## src/sv/nvram_text_packer_defines.svh

```systemverilog
// Assertion macros used by nvram_text_packer, the file that checks its own logic.
// Each macro expands to nothing when SYNTHESIS is defined.
`ifndef NVRAM_TEXT_PACKER_DEFINES_SVH
`define NVRAM_TEXT_PACKER_DEFINES_SVH

`ifndef SYNTHESIS
`define NVTP_ASSERT(lbl, prop, msg) \
  lbl: assert property (@(posedge clk_i) disable iff (!rst_ni) prop) else $error(msg);
`define NVTP_ASSERT_NORST(lbl, prop, msg) \
  lbl: assert property (@(posedge clk_i) prop) else $error(msg);
`else
`define NVTP_ASSERT(lbl, prop, msg)
`define NVTP_ASSERT_NORST(lbl, prop, msg)
`endif

`endif

```

## src/sv/nvtp_pkg.sv

```systemverilog
package nvtp_pkg;

  localparam int COUNT_WIDTH_DEF = 18;
  localparam int POS_WIDTH       = 18;
  localparam int TOKEN_HALF      = 16;

  localparam logic [7:0] CHAR_CR   = 8'h0D;
  localparam logic [7:0] CHAR_LF   = 8'h0A;
  localparam logic [7:0] CHAR_HASH = 8'h23;
  localparam logic [7:0] CHAR_NUL  = 8'h00;

  localparam logic [1:0] TOKEN_LAST_STEP = 2'd3;

  typedef enum logic [0:0] {
    ACT_TEXT   = 1'b0,
    ACT_FINISH = 1'b1
  } action_e;

  typedef enum logic [1:0] {
    TAIL_IDLE,
    TAIL_EXTRA,
    TAIL_PAD,
    TAIL_TOKEN
  } tail_state_e;

  typedef struct packed {
    action_e    action;
    logic [7:0] text_byte;
  } in_item_t;

  typedef struct packed {
    logic [7:0]           out_byte;
    logic [POS_WIDTH-1:0] position;
    logic                 last;
  } out_item_t;

  // Line state that the text filter looks at.
  typedef struct packed {
    logic comment;
    logic at_line_start;
    logic last_was_nul;
    logic count_nz;
  } text_state_t;

  typedef struct packed {
    logic       emit;
    logic       comment;
    logic       at_line_start;
    logic [7:0] out_byte;
  } filt_t;

  typedef struct packed {
    logic       busy;
    logic       emit;
    logic       last;
    logic       done;
    logic [7:0] out_byte;
  } tail_t;

endpackage

```

## src/sv/nvtp_text_filter.sv

```systemverilog
module nvtp_text_filter (
  input  nvtp_pkg::text_state_t state_i,
  input  logic [7:0]            text_byte_i,
  output nvtp_pkg::filt_t       filt_o
);
  import nvtp_pkg::*;

  always_comb begin
    filt_o.emit          = 1'b0;
    filt_o.comment       = state_i.comment;
    filt_o.at_line_start = state_i.at_line_start;
    filt_o.out_byte      = text_byte_i;
    if (text_byte_i == CHAR_CR) begin
      filt_o.emit = 1'b0;
    end else if (text_byte_i == CHAR_LF) begin
      // A newline closes a line with content by one NUL, never two in a row.
      filt_o.emit          = !state_i.comment && !state_i.at_line_start &&
                             state_i.count_nz && !state_i.last_was_nul;
      filt_o.out_byte      = CHAR_NUL;
      filt_o.comment       = 1'b0;
      filt_o.at_line_start = 1'b1;
    end else if (state_i.at_line_start && (text_byte_i == CHAR_HASH)) begin
      filt_o.comment       = 1'b1;
      filt_o.at_line_start = 1'b0;
    end else begin
      filt_o.at_line_start = 1'b0;
      filt_o.emit          = !state_i.comment;
    end
  end

endmodule

```

## src/sv/nvtp_finish_seq.sv

```systemverilog
module nvtp_finish_seq #(
  parameter int COUNT_WIDTH = nvtp_pkg::COUNT_WIDTH_DEF
) (
  input  logic                   clk_i,
  input  logic                   rst_ni,
  input  logic                   start_i,
  input  logic                   need_term_i,
  input  logic                   emit_ok_i,
  input  logic [COUNT_WIDTH-1:0] count_inc_i,
  output nvtp_pkg::tail_t        tail_o
);
  import nvtp_pkg::*;

  tail_state_e             state_q, state_d;
  logic [1:0]              step_q, step_d;
  logic [TOKEN_HALF-1:0]   nwords_q, nwords_d;

  logic [COUNT_WIDTH+TOKEN_HALF-1:0] cnt_ext;
  logic [TOKEN_HALF-1:0]             nwords_new;
  logic [1:0]                        pads;
  logic [2*TOKEN_HALF-1:0]           token;

  // Word count and padding are taken from the count after the byte sent now.
  assign cnt_ext    = {{TOKEN_HALF{1'b0}}, count_inc_i};
  assign nwords_new = cnt_ext[TOKEN_HALF+1:2];
  assign pads       = 2'b00 - count_inc_i[1:0];
  assign token      = {~nwords_q, nwords_q};

  always_comb begin
    state_d  = state_q;
    step_d   = step_q;
    nwords_d = nwords_q;
    unique case (state_q)
      TAIL_IDLE: begin
        if (start_i) begin
          if (need_term_i) begin
            state_d = TAIL_EXTRA;
          end else if (pads == 2'd0) begin
            state_d  = TAIL_TOKEN;
            step_d   = 2'd0;
            nwords_d = nwords_new;
          end else begin
            state_d = TAIL_PAD;
            step_d  = pads;
          end
        end
      end
      TAIL_EXTRA: begin
        if (emit_ok_i) begin
          if (pads == 2'd0) begin
            state_d  = TAIL_TOKEN;
            step_d   = 2'd0;
            nwords_d = nwords_new;
          end else begin
            state_d = TAIL_PAD;
            step_d  = pads;
          end
        end
      end
      TAIL_PAD: begin
        if (emit_ok_i) begin
          if (step_q == 2'd1) begin
            state_d  = TAIL_TOKEN;
            step_d   = 2'd0;
            nwords_d = nwords_new;
          end else begin
            step_d = step_q - 2'd1;
          end
        end
      end
      TAIL_TOKEN: begin
        if (emit_ok_i) begin
          step_d = step_q + 2'd1;
          if (step_q == TOKEN_LAST_STEP) begin
            state_d = TAIL_IDLE;
          end
        end
      end
      default: state_d = TAIL_IDLE;
    endcase
  end

  always_comb begin
    tail_o.busy     = (state_q != TAIL_IDLE);
    tail_o.emit     = (state_q != TAIL_IDLE) && emit_ok_i;
    tail_o.last     = (state_q == TAIL_TOKEN) && (step_q == TOKEN_LAST_STEP);
    tail_o.done     = tail_o.last && emit_ok_i;
    tail_o.out_byte = CHAR_NUL;
    if (state_q == TAIL_TOKEN) begin
      tail_o.out_byte = token[{step_q, 3'b000} +: 8];
    end
  end

  always_ff @(posedge clk_i or negedge rst_ni) begin
    if (!rst_ni) begin
      state_q <= TAIL_IDLE;
      step_q  <= 2'd0;
    end else begin
      state_q <= state_d;
      step_q  <= step_d;
    end
  end

  always_ff @(posedge clk_i) begin
    nwords_q <= nwords_d;
  end

endmodule

```

## src/sv/nvram_text_packer.sv

```systemverilog
// Text bytes: one transaction per cycle while in_stall_o is low, the packed byte (if any) appears in the cycle after.
// Throughput is set by the single output register: one packed byte per cycle at most.
// Finish: the first NUL leaves in the cycle after acceptance, then up to eight more bytes
// follow one per cycle, while the output is not stalled, from the tail sequencer while the input is stalled.
// Asynchronous active-low reset clears the line state, the byte count and the output valid.
`include "nvram_text_packer_defines.svh"

module nvram_text_packer #(
  parameter int COUNT_WIDTH = nvtp_pkg::COUNT_WIDTH_DEF
) (
  input  logic                clk_i,
  input  logic                rst_ni,
  input  logic                in_valid_i,
  output logic                in_stall_o,
  input  nvtp_pkg::in_item_t  in_item_i,
  output logic                out_valid_o,
  input  logic                out_stall_i,
  output nvtp_pkg::out_item_t out_item_o
);
  import nvtp_pkg::*;

  logic                   comment_q, comment_d;
  logic                   at_line_start_q, at_line_start_d;
  logic                   last_was_nul_q, last_was_nul_d;
  logic [COUNT_WIDTH-1:0] count_q, count_d, count_inc;
  logic                   out_valid_q;
  out_item_t              out_item_q;

  logic        emit_ok, accept_in, is_finish, start;
  logic        em, em_last;
  logic [7:0]  em_byte;
  text_state_t text_state;
  filt_t       filt;
  tail_t       tail;

  logic [COUNT_WIDTH+POS_WIDTH-1:0] pos_ext;

  assign emit_ok    = !out_valid_q || !out_stall_i;
  assign in_stall_o = tail.busy || !emit_ok;
  assign accept_in  = in_valid_i && !in_stall_o;
  assign is_finish  = (in_item_i.action == ACT_FINISH);
  assign start      = accept_in && is_finish;

  assign count_inc = (count_q == {COUNT_WIDTH{1'b1}}) ? count_q : count_q + 1'b1;
  assign pos_ext   = {{POS_WIDTH{1'b0}}, count_q};

  assign text_state = '{
    comment:       comment_q,
    at_line_start: at_line_start_q,
    last_was_nul:  last_was_nul_q,
    count_nz:      (count_q != '0)
  };

  nvtp_text_filter u_filter (
    .state_i     (text_state),
    .text_byte_i (in_item_i.text_byte),
    .filt_o      (filt)
  );

  nvtp_finish_seq #(
    .COUNT_WIDTH (COUNT_WIDTH)
  ) u_finish (
    .clk_i       (clk_i),
    .rst_ni      (rst_ni),
    .start_i     (start),
    .need_term_i ((count_q != '0) && !last_was_nul_q),
    .emit_ok_i   (emit_ok),
    .count_inc_i (count_inc),
    .tail_o      (tail)
  );

  // Pick the byte sent this cycle: tail sequencer, finish opener, or filtered text.
  always_comb begin
    em      = 1'b0;
    em_byte = CHAR_NUL;
    em_last = 1'b0;
    if (tail.busy) begin
      em      = tail.emit;
      em_byte = tail.out_byte;
      em_last = tail.last;
    end else if (start) begin
      em = 1'b1;
    end else if (accept_in) begin
      em      = filt.emit;
      em_byte = filt.out_byte;
    end
  end

  always_comb begin
    comment_d       = comment_q;
    at_line_start_d = at_line_start_q;
    last_was_nul_d  = last_was_nul_q;
    count_d         = count_q;
    if (em) begin
      count_d        = count_inc;
      last_was_nul_d = (em_byte == CHAR_NUL);
    end
    if (accept_in && !is_finish) begin
      comment_d       = filt.comment;
      at_line_start_d = filt.at_line_start;
    end
    if (tail.done) begin
      comment_d       = 1'b0;
      at_line_start_d = 1'b1;
      last_was_nul_d  = 1'b0;
      count_d         = '0;
    end
  end

  always_ff @(posedge clk_i or negedge rst_ni) begin
    if (!rst_ni) begin
      comment_q       <= 1'b0;
      at_line_start_q <= 1'b1;
      last_was_nul_q  <= 1'b0;
      count_q         <= '0;
      out_valid_q     <= 1'b0;
    end else begin
      comment_q       <= comment_d;
      at_line_start_q <= at_line_start_d;
      last_was_nul_q  <= last_was_nul_d;
      count_q         <= count_d;
      if (em) begin
        out_valid_q <= 1'b1;
      end else if (!out_stall_i) begin
        out_valid_q <= 1'b0;
      end
    end
  end

  always_ff @(posedge clk_i) begin
    if (em) begin
      out_item_q.out_byte <= em_byte;
      out_item_q.position <= pos_ext[POS_WIDTH-1:0];
      out_item_q.last     <= em_last;
    end
  end

  assign out_valid_o = out_valid_q;
  assign out_item_o  = out_item_q;

  `NVTP_ASSERT(a_last_clears_count, (em && em_last) |=> (count_q == '0), "count not cleared")
  `NVTP_ASSERT(a_last_word_aligned, (em && em_last) |-> (count_q[1:0] == 2'b11), "token misaligned")
  `NVTP_ASSERT(a_finish_starts_tail, start |=> tail.busy, "finish did not start the tail")
  `NVTP_ASSERT_NORST(a_reset_no_valid, !rst_ni |-> !out_valid_o, "output valid during reset")

endmodule
```

## config.mk

```make
export PLATFORM = sky130hd
export DESIGN_NAME = nvram_text_packer
export DESIGN_NICKNAME = d
export VERILOG_FILES = /design/src/sv/nvtp_pkg.sv /design/src/sv/nvtp_text_filter.sv /design/src/sv/nvtp_finish_seq.sv /design/src/sv/nvram_text_packer.sv
export VERILOG_INCLUDE_DIRS = /design/src /design/src/sv
export SDC_FILE = /design/constraint.sdc
export NUM_CORES = 1
export LEC_CHECK = 0
export BUFFER_PORTS_ARGS = -buffer_cell sky130_fd_sc_hd__buf_2
export CORE_MARGIN = 4
export CORE_UTILIZATION = 58
export DETAILED_ROUTE_END_ITERATION = 10
export HOLD_SLACK_MARGIN = 0.05
export PLACE_DENSITY = 0.77
export SYNTH_ARGS = -nofsm -noshare
export SYNTH_HDL_FRONTEND = slang
export SYNTH_SLANG_ARGS = --single-unit
```

## constraint.sdc

```tcl
create_clock -name clk_i -period 5.9 [get_ports clk_i]
set_input_delay 0.59 -clock clk_i [delete_from_list [all_inputs] [get_ports clk_i]]
set_output_delay 0.59 -clock clk_i [all_outputs]
set_load 0.1 [all_outputs]
```

==> summary.md, run 1 <==
| Metric | Value |
|---|---|
| Final nets | `392` |
| # setup viols final | `0` |
| First-pass GRT wire length | `between 10 and 15 mm` |
| Ys async rst share | `37.68%` |
| Post-Route WL | `7.771 mm` |
| Drt pass-1 iters | `5` |
| Fillers | `446` |
| Die Area | `about 0.0076 mm^2` |
| Run status | `finished clean` |
| Starting DRT DRC Count | `220` |
| Arrival @ worst endpoint | `3080 ps` |
| Cell Area, Synth | `0.003655 mm^2` |
| Register area share after synthesis | `53.17%` |
| Area post-placement | `around 0.0039 mm^2` |
| CP Capture Type | `register` |
| Worst-path clk slew | `80 ps` |
| CTS Sinks | `69` |
| Commonest non-fill, non-tap cells in the layout | `43 x edfxtp_1, 41 x buf_2, 27 x nand2_1` |
| Final worst path period need | `3053 ps` |
| Fin area | `slightly above 0.004 mm^2` |
| LEAKAGE | `around 1.6 nW` |
| Post-route DRC | `0` |
| GP Congestion | `about 0.84` |
| Ys flop type | `edfxtp_1` |
| P&R area growth vs syn | `11.50%` |
| Die span in x | `just under 90 um` |
| Least-Margin Pin Slew | `~1100 ps` |
| Hold WC Path Type | `in2async` |
| IO Count | `42` |
| RSZ-0062 raised after global routing | `false` |
| Vias in the first global route | `around 2.7k` |
| Setup TNS | `0 ps` |
| Number of buffers created by CTS | `9` |
| Netlist cell types | `63` |
| Row cnt | `28` |
| Layout cells sized above 1 | `roughly a fifth` |
| Avg WL per Cell | `17.31 um` |
| H-tree depth | `3` |
| Worst skew pair latency | `roughly 340 ps` |
| Post-synth EDFFs | `43` |
| # diodes | `0` |
| Max Slew Vio Count | `0` |
| Gr usage total | `22.19%` |
| Core Area | `around 0.0060 mm^2` |
| Total of max-cap violations | `0` |
| Worst clock skew | `14.31 ps` |
| Final Util | `67.63%` |
| Max_slew headroom | `approximately 25%` |
| Syn Area/Cell | `10.94 um^2` |
| Mapped Cells | `334` |
| Root Driver | `clkbuf_8` |
| Initial cell density of the core | `60.65%` |
| Antenna violations before repair | `0` |
| Clk buf depth | `2` |
| Startpoint Class | `register` |
| Pwr per Cell Area | `595.1 mW/mm^2` |
| Fmax | `roughly 330 MHz` |
| Yosys Warn Count | `0` |
| Peak VDD IR | `just over 0.0004 V` |
| Final Hold Fails | `0` |
| CTS tree | `yes` |
| Detailed-route via count | `2777` |
| Worst setup path class | `reg2reg` |
| CP required | `5930 ps` |
| Most common cell after layout, fill and taps aside | `edfxtp_1` |
| Half-perimeter wire length after placement | `5.505 mm` |
| Largest net degree at the start of global routing | `38` |
| Die Y | `87.38 um` |
| Final non-filler cell total | `449` |
| Placed cell count | `between 400 and 500` |
| DR vias/cell | `6.185` |
| Buffers on Ports | `between 40 and 50` |
| Flops & latches, synth | `69` |
| Crit path max fanout | `16` |
| Grt total ovfl | `0` |
| Period utilization | `51.75%` |
| Post-CTS setup buffer count | `0` |
| Syn nets | `357` |
| Number of gates resized after cts | `0` |
| Hold-fix buffer count after cts | `0` |
| ANT nets after route | `0` |
-- cell families (layout without fill, tap and decap cells) --
| family | after synthesis | in the layout | synth area share (%) |
|---|---|---|---|
| AND/OR/NAND/NOR | 121 | 121 | 18.79 |
| AO/OA/AOI/OAI | 72 | 72 | 12.53 |
| flip-flops | 69 | 69 | 53.17 |
| buffers and inverters | 28 | 68 | 3.457 |
| XOR/XNOR | 23 | 23 | 5.512 |
| multiplexers | 11 | 11 | 3.115 |
| adder cells (fa/ha/maj) | 10 | 10 | 3.423 |
-- flip-flops by register name, summed over array words and instances (netlist names) --
name and count:
u_finish.nwords_q 16, count_q 18, last_was_nul_q 1, u_finish.state_q 2
out_valid_o 1, comment_q 1, at_line_start_q 1, out_item_o 27
u_finish.step_q 2
-- cells in the mapped netlist, types with 3 or more instances --
| cell | count | area [um^2] |
|---|---|---|
| and3_1 | 5 | 31.28 |
| nand3b_1 | 3 | 22.52 |
| edfxtp_1 | 43 | 1291 |
| and2_1 | 3 | 18.77 |
| nor2b_1 | 3 | 18.77 |
| inv_1 | 9 | 33.78 |
| o21ai_0 | 17 | 85.08 |
| a22o_1 | 4 | 35.03 |
| nor3_1 | 5 | 25.02 |
| nand3_1 | 14 | 70.07 |
| nand4_1 | 8 | 50.05 |
| mux2i_1 | 8 | 80.08 |
| mux2_2 | 3 | 33.78 |
| o31ai_1 | 5 | 37.54 |
| xnor2_1 | 19 | 166.4 |
| nor4_1 | 3 | 18.77 |
| a211oi_1 | 3 | 22.52 |
| buf_2 | 7 | 35.03 |
| xor2_1 | 4 | 35.03 |
| a21oi_1 | 23 | 115.1 |
| nand2_1 | 27 | 101.4 |
| dfrtp_1 | 25 | 625.6 |
| ha_1 | 10 | 125.1 |
| clkbuf_1 | 8 | 30.03 |
| nor2_1 | 19 | 71.32 |
| or3_1 | 12 | 75.07 |
-- stage by stage --
| stage | power (W) | worst slack (ps) | hold slack (ps) |
|---|---|---|---|
| after floorplan | 0.001872 | 994.6 | 294.4 |
| after global placement | 0.002053 | 3091 | 520.1 |
| after detailed placement | 0.002075 | 2920 | 522.1 |
| after CTS | 0.002438 | 2884 | 258.4 |
| after global routing | 0.002571 | 2618 | 282.0 |
| final | 0.002425 | 2847 | 243.6 |
-- routing by layer --
layer | share of wire [%] | global-route usage (%)
met5 | 0 | 0
met4 | 2.8 | 10.04
met3 | 7.2 | 3.879
met2 | 47 | 34.04
met1 | 43 | 30.80
-- power breakdown --
part	switching, W	internal [W]	total (W)
clock network	0.000182	0.000179	0.000361
registers	0.000121	0.000725	0.000846
logic	0.000922	0.000296	0.00122
-- final cells by class --
cell class	instances	area, um^2	share of cell area, %
flip-flops and latches	69	1943	47.68
multi-input cells	237	1595	39.15
repair buffers	42	212.7	5.220
clock buffers	10	148.9	3.654
well taps	75	93.84	2.303
clock inverters	6	43.79	1.075
inverters	10	37.54	0.9211
-- path summary, 6_finish.rpt --
kind,startpoint,endpoint,depth (start not counted),slack (ps)
min in group clk_i,at_line_start_q,at_line_start_q,1,530
max in group asynchronous,rst_ni,count_q[17],1,5250
worst max-delay path,count_q[1],u_finish.nwords_q[1],9,2850
worst min register to register,at_line_start_q,at_line_start_q,1,530
worst min-delay path,rst_ni,out_valid_o,1,240
worst max register to register,count_q[1],u_finish.nwords_q[1],9,2850
-- critical path, cell delays in order (launching register included) --
cell       delay [ps]
dfrtp_1           450
ha_1              250
nand4_1           230
or3_1             490
nor2_2            200
xnor2_1           180
ha_1              220
nor2_1             60
a2111oi_2         370
buf_4             300
(Power assumes the default switching activity.)
==> inputs of run 2 (changes only) <==
Settings changed: ABC_AREA set to 1, CORE_UTILIZATION 58 to 59, PLACE_DENSITY 0.77 to 0.78.
Clock period 5.9 ns to 2.99 ns, I/O delays scaled along.
==> summary.md, run 2 <==
| Metric | Value |
|---|---|
| Worst clock skew | `8.720 ps (was 14.31 ps)` |
| Top Metal Used | `met4 (unchanged)` |
| Flops & latches, synth | `69 (unchanged)` |
| Number of buffers created by CTS | `9 (unchanged)` |
| Cell Area, Synth | `0.003764 mm^2 (was 0.003655 mm^2)` |
| Grt total ovfl | `0 (unchanged)` |
| Max Slew Vio Count | `0 (unchanged)` |
| Root Driver | `clkbuf_8 (unchanged)` |
| First-pass GRT wire length | `13.96 mm (was 13.01 mm)` |
| Antenna violations before repair | `0 (unchanged)` |
| Largest net degree at the start of global routing | `46 (was 38)` |
| # setup viols final | `0 (unchanged)` |
| Arrival @ worst endpoint | `2760 ps (was 3080 ps)` |
| Fillers | `480 (was 446)` |
| Yosys Warn Count | `0 (unchanged)` |
| Startpoint Class | `register (unchanged)` |
| GP Congestion | `0.9269 (was 0.8438)` |
| Run status | `finished clean (unchanged)` |
| IO Count | `42 (unchanged)` |
| Final Hold Fails | `0 (unchanged)` |
| Most common cell after layout, fill and taps aside | `nand2_1 (was edfxtp_1)` |
| Post-CTS setup buffer count | `0 (unchanged)` |
| Row cnt | `28 (unchanged)` |
| Multi-input gate area | `0.001598 mm^2 (was 0.001595 mm^2)` |
| Worst setup path class | `reg2reg (unchanged)` |
| Met3 routed WL | `561 um (was 558 um)` |
| Ys flop type | `edfxtp_1 (unchanged)` |
| Fin area | `0.004207 mm^2 (was 0.004075 mm^2)` |
| Syn Area/Cell | `8.773 um^2 (was 10.94 um^2)` |
| Period utilization | `90.83% (was 51.75%)` |
| Gr usage total | `23.58% (was 22.19%)` |
| CTS tree | `yes (unchanged)` |
| Critical-path cell list | `ha_1 > nand2_2 > nor2_4 > nand2_2 > nor2_4 > nand2_4 > nand2_1 > nand2_1 > inv_1 > ha_1 > nor2_1 > nor4_2 > buf_4 (was ha_1 > nand4_1 > or3_1 > nor2_2 > xnor2_1 > ha_1 > nor2_1 > a2111oi_2 > buf_4)` |
| Number of gates resized after cts | `0 (unchanged)` |
| Least-Margin Pin Slew | `616.9 ps (was 1124 ps)` |
| CTS Sinks | `69 (unchanged)` |
| Final worst path period need | `2716 ps (was 3053 ps)` |
| Final nets | `497 (was 392)` |
| Half-perimeter wire length after placement | `5.890 mm (was 5.505 mm)` |
| Initial cell density of the core | `62.10% (was 60.65%)` |
| Crit path max fanout | `18 (was 16)` |
| ANT nets after route | `0 (unchanged)` |
| Hold-fix buffer count after cts | `1 (was 0)` |
| Most frequent cells after synthesis | `106 x nand2_1, 68 x nand3_1, 43 x edfxtp_1 (was 43 x edfxtp_1, 27 x nand2_1, 25 x dfrtp_1)` |
| H-tree depth | `3 (unchanged)` |
| Ys async rst share | `37.68% (unchanged)` |
| Layout cells sized above 1 | `18.58% (was 20.05%)` |
| Worst-path clk slew | `70 ps (was 80 ps)` |
| Total of max-cap violations | `0 (unchanged)` |
| Fmax | `368.2 MHz (was 327.5 MHz)` |
| Vias in the first global route | `3010 (was 2672)` |
| Top-area cell type share of the netlist area | `34.31% (was 35.33%)` |
| CP Capture Type | `register (unchanged)` |
| # diodes | `0 (unchanged)` |
| Die Area | `0.007721 mm^2 (was 0.007635 mm^2)` |
| Most common cell in the synthesized netlist | `nand2_1 (was edfxtp_1)` |
| P&R area growth vs syn | `11.77% (was 11.50%)` |
| Crit path max-delay cell type | `dfrtp_1 (was or3_1)` |
| Reg area | `0.001943 mm^2 (unchanged)` |
| Post-route DRC | `0 (unchanged)` |
| Detailed-route via count | `3095 (was 2777)` |
| Starting DRT DRC Count | `301 (was 220)` |
| Core Area | `0.006061 mm^2 (was 0.006026 mm^2)` |
| Max reg flops | `27 (unchanged)` |
| Synth area leaders | `edfxtp_1 34%, dfrtp_1 17%, nand2_1 11% (was edfxtp_1 35%, dfrtp_1 17%, xnor2_1 4.6%)` |
| Setup TNS | `0 ps (unchanged)` |
| DR vias/cell | `5.587 (was 6.185)` |
| Netlist cell types | `33 (was 63)` |
| Commonest non-fill, non-tap cells in the layout | `106 x nand2_1, 68 x nand3_1, 43 x edfxtp_1 (was 43 x edfxtp_1, 41 x buf_2, 27 x nand2_1)` |
| Post-synth EDFFs | `43 (unchanged)` |
| RSZ-0062 raised after global routing | `false (unchanged)` |
| Worst skew pair latency | `350 ps (was 340 ps)` |
| Met2 wire length | `3.821 mm (was 3.649 mm)` |
| Area post-placement | `0.004013 mm^2 (was 0.003882 mm^2)` |
| CP required | `3030 ps (was 5930 ps)` |
| Crit-path max cell delay | `460 ps (was 490 ps)` |
| Die span in x | `87.87 um (was 87.38 um)` |
| Syn nets | `452 (was 357)` |
| Buffers on Ports | `41 (unchanged)` |
| Post-Route WL | `8.266 mm (was 7.771 mm)` |
| Register area share after synthesis | `51.63% (was 53.17%)` |
| Avg WL per Cell | `14.92 um (was 17.31 um)` |
| Post-synth top area cell | `edfxtp_1 (unchanged)` |
| Max_slew headroom | `58.87% (was 24.89%)` |
| Drt pass-1 iters | `5 (unchanged)` |
| Clk buf depth | `2 (unchanged)` |
| Hold WC Path Type | `in2reg (was in2async)` |
| Final Util | `69.41% (was 67.63%)` |
| Met1 WL | `3.683 mm (was 3.346 mm)` |
| Die Y | `87.87 um (was 87.38 um)` |
| Mapped Cells | `429 (was 334)` |
## run 2: cell count changes in the layout (fill, tap and decap cells not counted), sizes merged, moves of 18 or more
| cell | before | now |
|---|---|---|
| a21oi | 23 | 4 |
| nand3 | 14 | 69 |
| inv | 11 | 42 |
| nand2 | 29 | 125 |
| nor2 | 20 | 46 |
| xnor2 | 19 | 1 |
## run 2: cell type report
class	instances	share of cell area (%)
multi-input cells	308	37.98
well taps	75	2.231
flip-flops and latches	69	46.19
clock inverters	5	1.249
inverters	42	3.748
clock buffers	11	3.123
repair buffers	44	5.473
## run 2: worst paths after layout
check                            startpoint              endpoint  slack (ps)  cells after the start
worst max-delay path             count_q[0]  u_finish.nwords_q[1]         270                     13
worst min-delay path            out_stall_i           out_valid_o         260                      3
worst max register to register   count_q[0]  u_finish.nwords_q[1]         270                     13
worst min register to register    comment_q             comment_q         520                      2
max in group asynchronous            rst_ni            count_q[2]        2090                      2
min in group asynchronous            rst_ni            count_q[5]         490                      2
## run 2: cells by family (layout without fill, tap and decap cells)
group                      after synthesis  after routing  share of synthesized area (%)
and+or+nand+nor                        255            255                          31.48
AOI/OAI and AO/OA                       29             29                          4.222
xor gates and xnor gates                14             14                          3.258
adders and majority gates               10             10                          3.324
DFF                                     69             69                          51.63
buffers and inverters                   52            102                          6.084
## run 2: stage by stage
step                      worst slack (ps)  hold WS (ps)  std cells
after floorplan                      9.775         3.409        429
after global placement               397.2         344.7        537
after detailed placement             286.1         350.5        537
after CTS                            259.9         252.4        554
after global routing                 29.12         278.9        554
final                                274.1         258.4        554
## run 2: worst max-delay path: cells and delay by family, from the launching register on
family,cells,cell delay [ps]
fa+ha+maj,2,420
buf+inv,2,330
simple gates,9,1180
flops,1,460
## run 2: layer usage
| layer | global-route usage [%] | up-vias |
|---|---|---|
| met3 | 5.080 | 24 |
| met1 | 31.85 | 1455 |
| li1 | - | 1514 |
| met2 | 36.78 | 102 |
| met4 | 10.32 | 0 |
| met5 | 0 | - |
Power of run 2 is left out: the tool's default activity adds up to more than one toggle a clock period on the data nets, which glitch-free logic cannot reach.
